**src/hw/rtl/atfrd_pkg.sv**
```systemverilog
// Package for the AT final result detector: character codes, token tables,
// line kind codes and the result struct. No dependencies.
package atfrd_pkg;

  localparam int unsigned PosW      = 4;
  localparam int unsigned KindW     = 3;
  localparam int unsigned TokCount  = 4;
  localparam int unsigned PrefixLen = 11;

  localparam logic [7:0] CharCr    = 8'h0D;
  localparam logic [7:0] CharLf    = 8'h0A;
  localparam logic [7:0] CharTab   = 8'h09;
  localparam logic [7:0] CharSpace = 8'h20;

  localparam logic [PosW-1:0] PosMax     = '1;
  localparam logic [PosW-1:0] PrefixLast = PosW'(PrefixLen - 1);

  typedef enum logic [KindW-1:0] {
    KIND_NONE  = 3'd0,
    KIND_OK    = 3'd1,
    KIND_ERROR = 3'd2,
    KIND_CME   = 3'd3,
    KIND_CMS   = 3'd4
  } line_kind_e;

  typedef enum logic [1:0] {
    TOK_OK    = 2'd0,
    TOK_ERROR = 2'd1,
    TOK_CME   = 2'd2,
    TOK_CMS   = 2'd3
  } tok_e;

  localparam logic [PosW-1:0] TokLen [TokCount] = '{4'd2, 4'd5, 4'd11, 4'd11};

  localparam logic [7:0] TokChars [TokCount][16] = '{
    '{8'h4F, 8'h4B, 8'h00, 8'h00, 8'h00, 8'h00, 8'h00, 8'h00,
      8'h00, 8'h00, 8'h00, 8'h00, 8'h00, 8'h00, 8'h00, 8'h00},
    '{8'h45, 8'h52, 8'h52, 8'h4F, 8'h52, 8'h00, 8'h00, 8'h00,
      8'h00, 8'h00, 8'h00, 8'h00, 8'h00, 8'h00, 8'h00, 8'h00},
    '{8'h2B, 8'h43, 8'h4D, 8'h45, 8'h20, 8'h45, 8'h52, 8'h52,
      8'h4F, 8'h52, 8'h3A, 8'h00, 8'h00, 8'h00, 8'h00, 8'h00},
    '{8'h2B, 8'h43, 8'h4D, 8'h53, 8'h20, 8'h45, 8'h52, 8'h52,
      8'h4F, 8'h52, 8'h3A, 8'h00, 8'h00, 8'h00, 8'h00, 8'h00}
  };

  typedef struct packed {
    line_kind_e line_kind;
    logic       final_found;
    logic       error_found;
  } result_t;

  function automatic logic is_blank(input logic [7:0] c);
    return (c == CharSpace) || (c == CharTab);
  endfunction

endpackage

```
**src/hw/rtl/atfrd_matcher.sv**
```systemverilog
// Line matcher: keeps the per-line match state and the sticky flags, and
// classifies the line closed by each word. Depends on atfrd_pkg.
module atfrd_matcher (
  input  logic               clk_i,
  input  logic               rst_ni,
  input  logic               step_i,
  input  logic [7:0]         text_byte_i,
  input  logic               end_of_response_i,
  output atfrd_pkg::result_t result_o
);

  logic                            started_q, started_d;
  logic [atfrd_pkg::PosW-1:0]      pos_q, pos_d;
  logic [atfrd_pkg::PosW-1:0]      trim_q, trim_d;
  logic [atfrd_pkg::TokCount-1:0]  alive_q, alive_d;
  logic [1:0]                      prefix_q, prefix_d;
  logic                            final_q, final_d;
  logic                            error_q, error_d;

  logic                            close_line;
  logic                            blank;
  logic [atfrd_pkg::PosW-1:0]      pos_inc;
  logic [atfrd_pkg::TokCount-1:0]  alive_chk;
  atfrd_pkg::line_kind_e           kind;
  logic                            final_out;
  logic                            error_out;

  assign close_line = end_of_response_i || (text_byte_i == atfrd_pkg::CharCr) ||
                      (text_byte_i == atfrd_pkg::CharLf);
  assign blank      = atfrd_pkg::is_blank(text_byte_i);
  assign pos_inc    = (pos_q == atfrd_pkg::PosMax) ? pos_q : pos_q + 1'b1;

  always_comb begin
    for (int t = 0; t < atfrd_pkg::TokCount; t++) begin
      alive_chk[t] = alive_q[t] &&
                     !((pos_q < atfrd_pkg::TokLen[t]) &&
                       (atfrd_pkg::TokChars[t][pos_q] != text_byte_i));
    end
  end

  always_comb begin
    kind = atfrd_pkg::KIND_NONE;
    if (started_q) begin
      if (alive_q[atfrd_pkg::TOK_OK] && (trim_q == atfrd_pkg::TokLen[atfrd_pkg::TOK_OK])) begin
        kind = atfrd_pkg::KIND_OK;
      end else if (alive_q[atfrd_pkg::TOK_ERROR] &&
                   (trim_q == atfrd_pkg::TokLen[atfrd_pkg::TOK_ERROR])) begin
        kind = atfrd_pkg::KIND_ERROR;
      end else if (prefix_q[0]) begin
        kind = atfrd_pkg::KIND_CME;
      end else if (prefix_q[1]) begin
        kind = atfrd_pkg::KIND_CMS;
      end
    end
  end

  always_comb begin
    final_out = final_q;
    error_out = error_q;
    if (close_line && (kind != atfrd_pkg::KIND_NONE)) begin
      final_out = 1'b1;
      if (kind != atfrd_pkg::KIND_OK) begin
        error_out = 1'b1;
      end
    end
  end

  always_comb begin
    started_d = started_q;
    pos_d     = pos_q;
    trim_d    = trim_q;
    alive_d   = alive_q;
    prefix_d  = prefix_q;
    final_d   = final_out;
    error_d   = error_out;
    if (close_line) begin
      started_d = 1'b0;
      pos_d     = '0;
      trim_d    = '0;
      alive_d   = '1;
      prefix_d  = '0;
      if (end_of_response_i) begin
        final_d = 1'b0;
        error_d = 1'b0;
      end
    end else if (started_q || !blank) begin
      started_d = 1'b1;
      alive_d   = alive_chk;
      pos_d     = pos_inc;
      if (!blank) begin
        trim_d = pos_inc;
      end
      if (pos_q == atfrd_pkg::PrefixLast) begin
        prefix_d = prefix_q | {alive_chk[atfrd_pkg::TOK_CMS], alive_chk[atfrd_pkg::TOK_CME]};
      end
    end
  end

  always_ff @(posedge clk_i or negedge rst_ni) begin
    if (!rst_ni) begin
      started_q <= 1'b0;
      pos_q     <= '0;
      trim_q    <= '0;
      alive_q   <= '1;
      prefix_q  <= '0;
      final_q   <= 1'b0;
      error_q   <= 1'b0;
    end else if (step_i) begin
      started_q <= started_d;
      pos_q     <= pos_d;
      trim_q    <= trim_d;
      alive_q   <= alive_d;
      prefix_q  <= prefix_d;
      final_q   <= final_d;
      error_q   <= error_d;
    end
  end

  assign result_o.line_kind   = close_line ? kind : atfrd_pkg::KIND_NONE;
  assign result_o.final_found = final_out;
  assign result_o.error_found = error_out;

endmodule

```
**src/hw/rtl/atfrd_out_reg.sv**
```systemverilog
// Result register: holds one result word for the output side and lets the
// input side continue while the result is being taken. Depends on atfrd_pkg.
module atfrd_out_reg (
  input  logic               clk_i,
  input  logic               rst_ni,
  input  logic               load_i,
  input  atfrd_pkg::result_t result_i,
  input  logic               ready_i,
  output logic               free_o,
  output logic               valid_o,
  output atfrd_pkg::result_t result_o
);

  logic               valid_q, valid_d;
  atfrd_pkg::result_t data_q;

  assign free_o  = !valid_q || ready_i;
  assign valid_d = load_i || (valid_q && !ready_i);

  always_ff @(posedge clk_i or negedge rst_ni) begin
    if (!rst_ni) begin
      valid_q <= 1'b0;
    end else begin
      valid_q <= valid_d;
    end
  end

  always_ff @(posedge clk_i) begin
    if (load_i) begin
      data_q <= result_i;
    end
  end

  assign valid_o  = valid_q;
  assign result_o = data_q;

endmodule

```
**src/hw/rtl/at_final_result_detector.sv**
```systemverilog
// Top level of the AT final result detector: line matcher and result register.
// Depends on atfrd_pkg, atfrd_matcher and atfrd_out_reg.
//
// Takes one response byte per cycle while the result register is free, and
// returns one result word per byte, registered in the cycle after the byte
// is taken; the throughput is one byte per clock, limited only by the single
// result register, which is reloaded in the same cycle that its word is
// taken. A word with tlast set ends the response: its byte is ignored, the
// pending line is classified and the sticky flags clear after its result.
module at_final_result_detector (
  input  logic       clk_i,
  input  logic       rst_ni,
  input  logic       s_axis_tvalid_i,
  output logic       s_axis_tready_o,
  input  logic [7:0] s_axis_tdata_i,  // [7:0] text_byte
  input  logic       s_axis_tlast_i,  // end_of_response
  output logic       m_axis_tvalid_o,
  input  logic       m_axis_tready_i,
  output logic [7:0] m_axis_tdata_o   // [2:0] line_kind, [3] final_found,
                                      // [4] error_found, [7:5] zero
);

  logic               accept;
  logic               free;
  atfrd_pkg::result_t step_result;
  atfrd_pkg::result_t out_result;

  assign accept          = s_axis_tvalid_i && free;
  assign s_axis_tready_o = free;

  atfrd_matcher u_matcher (
    .clk_i             (clk_i),
    .rst_ni            (rst_ni),
    .step_i            (accept),
    .text_byte_i       (s_axis_tdata_i),
    .end_of_response_i (s_axis_tlast_i),
    .result_o          (step_result)
  );

  atfrd_out_reg u_out_reg (
    .clk_i    (clk_i),
    .rst_ni   (rst_ni),
    .load_i   (accept),
    .result_i (step_result),
    .ready_i  (m_axis_tready_i),
    .free_o   (free),
    .valid_o  (m_axis_tvalid_o),
    .result_o (out_result)
  );

  assign m_axis_tdata_o = {3'b000, out_result.error_found, out_result.final_found,
                           out_result.line_kind};

endmodule

```
**config.mk**
```make
export PLATFORM = sky130hd
export DESIGN_NAME = at_final_result_detector
export DESIGN_NICKNAME = d
export VERILOG_FILES = /design/src/hw/rtl/atfrd_pkg.sv /design/src/hw/rtl/atfrd_matcher.sv /design/src/hw/rtl/atfrd_out_reg.sv /design/src/hw/rtl/at_final_result_detector.sv
export SDC_FILE = /design/constraint.sdc
export NUM_CORES = 1
export LEC_CHECK = 0
export BUFFER_PORTS_ARGS = -buffer_cell sky130_fd_sc_hd__buf_2
export CAP_MARGIN = 20
export CELL_PAD_IN_SITES_DETAIL_PLACEMENT = 0
export CELL_PAD_IN_SITES_GLOBAL_PLACEMENT = 1
export CORE_MARGIN = 3
export CORE_UTILIZATION = 44
export CTS_CLUSTER_SIZE = 12
export DETAILED_ROUTE_END_ITERATION = 8
export PLACE_DENSITY_LB_ADDON = 0.1
export SLEW_MARGIN = 20
export SYNTH_ARGS = -nofsm -noshare
export SYNTH_HDL_FRONTEND = slang
export SYNTH_SLANG_ARGS = --single-unit
```
**constraint.sdc**
```tcl
create_clock -name clk_i -period 2.5 [get_ports clk_i]
set_input_delay 0.375 -clock clk_i [delete_from_list [all_inputs] [get_ports clk_i]]
set_output_delay 0.375 -clock clk_i [all_outputs]
set_load 0.01 [all_outputs]
```
== Word level (Yosys, flattened, before mapping) ==
Memory sizes are Yosys's and may differ from the RTL's.
Index checks and enable logic that the tools add are counted.

* Add/sub/neg operators: 1
* $lt $le $gt $ge: 4
* Equality and inequality tests: 14
* Multiplexer cells: 33
* Bitwise gates (word level): 2
* Reduce and logical (&&, ||, !) cells: 32

{| class="wikitable"
|+ Operators by type and width
! cell !! count
|-
| 8-bit 2-to-1 mux || 8
|-
| 4-bit 2-to-1 mux || 8
|-
| 8-bit != test || 4
|-
| 8-bit by 4-bit == test with 1-bit output (second input constant) || 3
|-
| 3-bit 2-to-1 mux || 5
|-
| 1-bit logical AND || 13
|-
| 1-bit 2-to-1 mux || 9
|-
| 4-bit == test (second input constant) || 2
|-
| 8-bit by 6-bit == test with 1-bit output (second input constant) || 1
|-
| 1-bit zero test || 7
|-
| 1-bit logical OR || 6
|-
| 2-bit 2-to-1 mux || 3
|-
| 3-bit AND reduction || 2
|-
| 5-bit >= comparator (second input constant) || 1
|-
| 4-bit inverter with 5-bit output || 1
|-
| 4-bit by 1-bit adder with 4-bit output (second input constant) || 1
|-
| 4-bit by 2-bit == test with 1-bit output (second input constant) || 1
|-
| 4-bit by 3-bit == test with 1-bit output (second input constant) || 1
|-
| 4-bit by 2-bit less-than comparator with 1-bit output (second input constant) || 1
|-
| 4-bit by 3-bit less-than comparator with 1-bit output (second input constant) || 1
|-
| 4-bit less-than comparator (second input constant) || 1
|-
| 2-bit nonzero test || 2
|-
| 3-bit by 1-bit != test with 1-bit output (second input constant) || 1
|-
| 3-bit nonzero test || 1
|-
| 3 further kinds || 3
|}

* Register bits: 23
* Memory bits (read-only): 512
* Input port bits: 13
* Output and inout bits: 10
* Logic and storage cells: 101
* Memories: 4

{| class="wikitable"
|+ Memory list
! name !! words !! width !! read ports !! clocked after Yosys merged registers in !! wr ports !! line !! text
|-
| (no name shown) || 16 || 8 || 1 || 0 || 0 || atfrd_matcher.sv:37 || <nowiki>(atfrd_pkg::TokChars[t][pos_q] != text_byte_i));</nowiki>
|-
| (no name shown) || 16 || 8 || 1 || 0 || 0 || atfrd_matcher.sv:37 ||
|-
| (no name shown) || 16 || 8 || 1 || 0 || 0 || atfrd_matcher.sv:37 ||
|-
| (no name shown) || 16 || 8 || 1 || 0 || 0 || atfrd_matcher.sv:37 ||
|}

== Depth between registers and ports, before layout ==
Gate-level depths: netlist of run 1.

* Word-level depth: 12
* Depth in mapped cells: 10
* Gate-level depth less buffers: 8

== Hierarchy ==
A second synthesis of run 1 with hierarchy kept.

* Cell total of the unflattened synthesis: 205
* Area total of the unflattened synthesis: 1,767.9 um^2

{| class="wikitable"
|+ Modules (own cells, without submodules)
! module !! instances !! cells an instance !! area each (um^2) !! sequential area each (um^2)
|-
| atfrd_matcher || 1 || 192 || 1,537.7 || 430.4
|-
| atfrd_out_reg || 1 || 8 || 197.7 || 175.2
|-
| at_final_result_detector || 1 || 5 || 32.5 || 0.0
|}

== Worst setup path before layout of run 1 ==
Ideal clock, no wire load.

* Path type: reg-to-reg
* Start point: register u_matcher.pos_q[1] (netlist bit)
* End point: register u_matcher.alive_q[1] (netlist bit)
* Setup time: 0.061 ns
* Arrival time: 2.088 ns
* Data required time: 2.439 ns
* Slack: 0.351 ns
* Stages on the path, launching flop included: 9
* Path buffers: 0
* Period minus slack after synthesis: 2.149 ns
* Path through: dfrtp_1 inv_1 ha_1 nor3_1 or3_1 a2111oi_2 o211ai_1 o21ai_1 a221o_1

* Longest elaborated chain between the ends: 10
* Elaborated cells between the ends (all ways): 11
* Those cells by class: 1 x order compare; 1 x eq/ne; 4 x mux; 1 x bitwise; 3 x reduce/logical; 1 x memory

{| class="wikitable"
|+ RTL lines
! element !! line !! text
|-
| start, declared || atfrd_matcher.sv:13 || <nowiki>logic [atfrd_pkg::PosW-1:0] pos_q, pos_d;</nowiki>
|-
| start signal, assigned || atfrd_matcher.sv:110 || <nowiki>pos_q <= pos_d;</nowiki>
|-
| 4-bit inverter with 5-bit output (implied by the code) || atfrd_matcher.sv:37 ||
|-
| memory 16 x 8 bit || n/a ||
|-
| 8-bit 2-to-1 mux (implied by the code) (2 in series) || atfrd_matcher.sv:37 ||
|-
| 8-bit != test || atfrd_matcher.sv:37 ||
|-
| 1-bit logical AND * || atfrd_matcher.sv:36 || <nowiki>!((pos_q < atfrd_pkg::TokLen[t]) &&</nowiki>
|-
| 1-bit zero test * || atfrd_matcher.sv:36 ||
|-
| 1-bit logical AND * || atfrd_matcher.sv:35 || <nowiki>alive_chk[t] = alive_q[t] &&</nowiki>
|-
| 4-bit 2-to-1 mux * || atfrd_matcher.sv:86 || <nowiki>end else if (started_q || !blank) begin</nowiki>
|-
| 4-bit 2-to-1 mux * || atfrd_matcher.sv:76 || <nowiki>if (close_line) begin</nowiki>
|-
| end signal, assigned || atfrd_matcher.sv:112 || <nowiki>alive_q <= alive_d;</nowiki>
|-
| end, declared || atfrd_matcher.sv:15 || <nowiki>logic [atfrd_pkg::TokCount-1:0] alive_q, alive_d;</nowiki>
|}

Every way passes the cells marked *; elsewhere a longest branch is shown, timed or not. The select of a mux whose other input is x is not followed.
A chain may end at the register's enable or synchronous reset.

== Worst setup path after layout of run 1 ==
* Start point: register u_matcher.pos_q[0] (netlist bit)
* End point: register u_matcher.alive_q[1] (netlist bit)

Same word-level chain as after synthesis.

==> impl_results.md, run 1 <==
- Status: finished, final reports clean
- Peak supply drop: 0.3684 mV
- WP data arrival: approximately 2500 ps
- Post-placement cell count: about 260
- Total gr overflow: 0
- Initial cell density of the core: 0.4715
- Post-synthesis cell area: 0.001778 mm²
- Top post-synthesis cells by count: nor2_1 (17), dfrtp_1 (14), nand2_1 (14)
- Switching pwr: 360.5 µW
- Crit path max-delay cell type: dfrtp_2
- Int Power: 695.1 µW
- Port buffer count: 19
- Combinational Power Share: 0.351
- Number of cells on the critical path: 8
- Worst r2r path cells: 8
- Storage cell area: 606.8 µm²
- Io pins: 23
- Setup Crit Path Kind: reg2reg
- Post-Synthesis Cells: slightly below 200
- Die area: 0.004839 mm²
- Utilization after layout: 0.5133
- Die H: 69.57 µm
- Fraction of registers with async set/reset: 0.7826
- Sequential-to-total area share from yosys stat: 0.3406
- Top post-synthesis cells by area: dfrtp_1 (20%), edfxtp_1 (8.4%), ha_1 (7.0%), dfstp_2 (5.9%), xnor2_1 (3.9%)
- Hold Fails Final Rpt: 0
- DRT Pass-1 Iters: 4
- Final wirelength: 3827 µm
- Core Box Area: ~0.0038 mm²
- Sink Count: 23
- First-pass GRT wire length: 6541 µm
- Post-CTS Setup Repair Bufs: 0
- H-tree Lvls: 1
- Clk_lat worst skew: 270 ps
- Crit end category: flip-flop
- Share of layout cells above drive strength 1: 0.1981
- Avg Cell Area, Syn: 9.071 µm²
- Hold WC Path Type: in2async
- Worst-path clk slew: about 90 ps
- CTS Root Cell: clkbuf_8
- Gr usage total: 0.1622
- Final ANT Viol Nets: 0
- Final WS setup: between 200 and 300 ps
- Design Power: roughly 1.1 mW
- RSZ-0062 raised after global routing: no
- CP peak stage delay: roughly 430 ps
- CTS tree: done
- EDFF count, synth: 5
- Max Root-Sink Buffers: 2
- Die span in x: approximately 70 µm
- Pwr/cell area: 545.4 mW/mm²
- # diodes: 0
- Most common cell in the synthesized netlist: nor2_1
- DRC Markers: 0
- Peak fanout along the critical path: 7
- RePlAce Congestion: 0.8249
- Synth Warn #: 0
- Multi-input logic area: between 0.001 and 0.0015 mm²
- CP Cell Sequence: inv_1, ha_1, nor3_1, or3_1, a2111oi_2, o211ai_1, o21ai_1, a221o_1
- Post-Layout Cell Count: between 200 and 300
- Cell Rows: 22
- Leakage: a little over 0.8 nW
- Initial drt markers: 66
- DR WL/cell: 14.72 µm
- Clk_skew: 10.83 ps
- Post-Place Setup Slack: 191.8 ps
- Setup TNS Final: 0 ps
- Tmin final: 2248 ps
- Largest net degree at the start of global routing: 19
- Area growth from synthesis to layout: 8.867%
- Main flop type after synthesis: dfrtp_1
- Net Sw Frac: 0.3415
- Final setup violation count: 0
- Hpwl dp: 3038 µm
- Filler Cells Inserted: roughly 360
- Max-slew violation count: 0
- Top Family by Delay on Critical Path: compound AO/OA/AOI/OAI gates
- Synth top area share: 0.1970
- Clk pwr share: 0.215
- Hold Slack: 29.11 ps
- Post-route cell area: 0.001936 mm²
- Area leader, netlist: dfrtp_1
- Initial antenna violation count: 0
- Fmax: 444.9 MHz
- Setup crit start kind: flip-flop
- WP data required: about 2700 ps
- Buf+Inv Stages, Crit Path: 1
- Sequential group share of total power: 0.434
- Num CTS Buffers: 3
- DP Area: 0.001888 mm²
- Vias in the first global route: 1418
- MaxCap Viol Count: 0
- Tcrit/Tclk final: 0.8990
- Total number of vias: 1465
- Synth unique cells: 58
- # nets final: ~240
- #FFs+latches synth: 23
- Via density: roughly 5.6
==> routing by layer <==
layer  GRT usage  vias up  part of all wire  wire length [µm]
met5           0        -                 0                 0
met4     0.04772        0             0.023                87
met1      0.2186      685              0.48              1826
li1            -      735                 -                 -
met3     0.04348       10             0.049               188
met2      0.2542       35              0.45              1725
==> cell type report <==
| cell class | instances | share of cell area |
|---|---|---|
| Multi-Input combinational cell | 154 | 0.5514 |
| Sequential cell | 23 | 0.3135 |
| Timing Repair Buffer | 23 | 0.06464 |
| Tap cell | 48 | 0.03103 |
| Clock buffer | 3 | 0.02133 |
| Inverter | 8 | 0.01551 |
| Clock inverter | 1 | 0.002586 |
==> sequential cells by signal, indices dropped and copies added (netlist names) <==
| name | cells |
|---|---|
| u_matcher.alive_q | 4 |
| u_matcher.final_q | 1 |
| u_matcher.started_q | 1 |
| u_matcher.trim_q | 4 |
| u_matcher.pos_q | 4 |
| u_matcher.error_q | 1 |
| u_out_reg.valid_o | 1 |
| u_out_reg.result_o | 5 |
| u_matcher.prefix_q | 2 |
==> logic make-up after synthesis <==
logic type	Yosys count	synth area share
compound gates	51	0.2104
other cells	1	0.002109
flops	23	0.3406
xor+xnor	12	0.05911
buf+inv	21	0.06333
mux	7	0.04152
fa+ha+maj	10	0.07037
simple gates	71	0.2125
==> path summary, 6_finish.rpt <==
kind	start	to	slack [ps]
hold reg to reg	u_matcher.alive_q[3]$_DFFE_PN1P_	u_matcher.alive_q[3]$_DFFE_PN1P_	480
max in group asynchronous	rst_ni	u_matcher.alive_q[0]$_DFFE_PN1P_	2130
setup / recovery	u_matcher.pos_q[0]$_DFFE_PN0P_	u_matcher.alive_q[1]$_DFFE_PN1P_	250
min in group clk_i	s_axis_tvalid_i	u_out_reg.valid_o$_DFF_PN0_	310
setup reg to reg	u_matcher.pos_q[0]$_DFFE_PN0P_	u_matcher.alive_q[1]$_DFFE_PN1P_	250
hold / removal	rst_ni	u_out_reg.valid_o$_DFF_PN0_	30
==> power groups by stage <==
stage	Clock (mW)	Sequential (mW)	Combinational (mW)
2_1_floorplan	0	0.465	0.276
3_3_place_gp	0	0.464	0.366
6_report	0.227	0.458	0.371
5_1_grt	0.250	0.464	0.415
4_1_cts	0.232	0.458	0.373
3_5_place_dp	0	0.465	0.372
==> cell usage in the layout (no fill, tap or decap), types with 5 or more instances in the layout <==
cell type / Yosys / final
ha_1: 10 / 10
nor2_1: 17 / 17
nor3_1: 7 / 7
o21ai_1: 8 / 8
dfrtp_1: 14 / 13
a22o_1: 5 / 5
edfxtp_1: 5 / 5
a21oi_1: 10 / 10
xnor2_1: 8 / 8
nor3b_1: 5 / 5
nand2_1: 14 / 14
buf_2: 5 / 19
o21ai_0: 5 / 5
inv_1: 7 / 7
==> repair_timing <==
| action | 4_1_cts | 5_1_grt |
|---|---|---|
| endpoints found under the setup margin | 0 | 1 |
| gates resized for setup | 0 | 1 |
| hold buffers | 0 | 0 |
(Power assumes the default switching activity.)
==> inputs of run 2 (changes only) <==
Clock period 2.5 ns to 2.2 ns, I/O delays scaled along.
==> impl_results.md, run 2 (same netlist as run 1, synthesis figures left out) <==
- Status: finished, final reports clean
- DRT Pass-1 Iters: 4
- Setup crit start kind: flip-flop
- Post-route cell area: between 0.002 and 0.0025 mm²
- Setup TNS Final: 0 ps
- Flip-flop count of the largest register after layout: 5
- Most common cell after layout, fill and taps aside: buf_2
- Num CTS Buffers: 3
- Die span in x: 69.57 µm
- CP peak stage delay: about 350 ps
- Area growth from synthesis to layout: 12.53%
- Hold WC Path Type: in2reg
- Peak supply drop: ~0.38 mV
- Final ANT Viol Nets: 0
- Hpwl dp: 3277 µm
- Met1 usage: 0.2398
- Tcrit/Tclk final: 0.9445
- Port buffer count: 19
- Tmin final: 2078 ps
- Initial antenna violation count: 0
- CTS Root Cell: clkbuf_8
- Top Family by Delay on Critical Path: compound AO/OA/AOI/OAI gates
- CTS tree: done
- DP Area: 0.001933 mm²
- Worst-path clk slew: roughly 80 ps
- Design Power: 1.242 mW
- RePlAce Congestion: 0.9342
- Crit end category: flip-flop
- Sink Count: 23
- DRC Markers: 0
- MaxCap Viol Count: 0
- # nets final: approximately 240
- DR WL/cell: 15.38 µm
- Post-Layout Cell Count: 267
- Final wirelength: 4107 µm
- Storage cell area: 605.6 µm²
- Clk_skew: 4.255 ps
- Peak fanout along the critical path: 4
- Pwr/cell area: 620.8 mW/mm²
- Die H: 69.57 µm
- Clk_lat worst skew: 260 ps
- Utilization after layout: 0.5305
- Io pins: 23
- Share of layout cells above drive strength 1: 0.2192
- Largest net degree at the start of global routing: 19
- CP Cell Sequence: inv_1, buf_4, ha_1, mux2i_1, o21ai_1, xor2_1, a211oi_2, a21oi_1, o41ai_2
- Max Root-Sink Buffers: 2
- Hold Slack: 267.0 ps
- GR Util met3: 0.04203
- Total gr overflow: 0
- Die area: about 0.0048 mm²
- Total number of vias: approximately 1500
- Hold Fails Final Rpt: 0
- Cell Rows: 22
- GR peak layer: met2
- WP data arrival: about 2300 ps
- Buf+Inv Stages, Crit Path: 2
- # diodes: 0
- Initial cell density of the core: 0.4715
- Crit path max-delay cell type: dfrtp_1
- Fmax: 481.2 MHz
- Post-Place Setup Slack: a little over 40 ps
- Filler Cells Inserted: 336
- Core Box Area: 0.003771 mm²
- Vias in the first global route: approximately 1500
- Setup Crit Path Kind: reg2reg
- Routing usage on met2: 0.2839
- Leakage: roughly 0.86 nW
- First-pass GRT wire length: 6975 µm
- Max-slew violation count: 0
- H-tree Lvls: 1
- RSZ-0062 raised after global routing: no
- Final setup violation count: 0
- WP data required: 2370 ps
- Most frequent cells in the layout: buf_2 (19), nor2_1 (17), nand2_1 (14), dfrtp_1 (14)
- Via density: 5.607
- Multi-input logic area: 0.001080 mm²
- Initial drt markers: 84
- Final WS setup: 122.1 ps
- Post-placement cell count: 262
- Gr usage total: 0.1768
[run 2: cell types whose count changed in the layout (fill, tap and decap cells not counted), sizes merged]
cell | previous run | this run
buf | 23 | 29
clkbuf | 3 | 4
clkinv | 2 | 1
dlygate4sd3 | 0 | 1
[run 2: area by class of cell]
type | instances | share of cell area
Multi-Input combinational cell | 154 | 0.5397
Sequential cell | 23 | 0.3027
Timing Repair Buffer | 30 | 0.09006
Tap cell | 48 | 0.03002
Clock buffer | 4 | 0.02251
Inverter | 8 | 0.01501
[run 2: metal layers]
| layer | share of wire | vias to the layer above |
|---|---|---|
| met3 | 0.058 | 8 |
| li1 | - | 748 |
| met1 | 0.46 | 700 |
| met2 | 0.47 | 41 |
| met4 | 0.015 | 0 |
| met5 | 0 | - |
[run 2: worst register-to-register path, cell delays in order, from the launching register on]
cell      delay [ps]
dfrtp_1          350
inv_1            100
buf_4            160
ha_1             210
mux2i_1          180
o21ai_1          100
xor2_1           180
a211oi_2         300
a21oi_1          140
o41ai_2          280
[run 2: report_power, final]
| group | internal, mW | switching [mW] |
|---|---|---|
| registers | 0.487 | 0.0300 |
| logic | 0.205 | 0.260 |
| clock network | 0.129 | 0.131 |
[run 2: path summary, 6_finish.rpt]
| path | startpoint | endpoint | slack [ps] | cells past startpoint |
|---|---|---|---|---|
| max in group asynchronous | rst_ni | u_matcher.alive_q[0]$_DFFE_PN1P_ | 1350 | 2 |
| min | s_axis_tvalid_i | u_out_reg.valid_o$_DFF_PN0_ | 270 | 2 |
| min in group asynchronous | rst_ni | u_matcher.prefix_q[1]$_DFFE_PN0P_ | 520 | 2 |
| max reg2reg | u_matcher.pos_q[1]$_DFFE_PN0P_ | u_matcher.prefix_q[1]$_DFFE_PN0P_ | 120 | 9 |
| max | u_matcher.pos_q[1]$_DFFE_PN0P_ | u_matcher.prefix_q[1]$_DFFE_PN0P_ | 120 | 9 |
| min reg2reg | u_matcher.alive_q[3]$_DFFE_PN1P_ | u_matcher.alive_q[3]$_DFFE_PN1P_ | 490 | 2 |
[run 2: repair_timing]
item,4_1_cts,5_1_grt
resized for setup,0,2
endpoints found under the hold margin,14,0
hold buffers,1,0
setup buffers,0,0
endpoints found under the setup margin,0,1
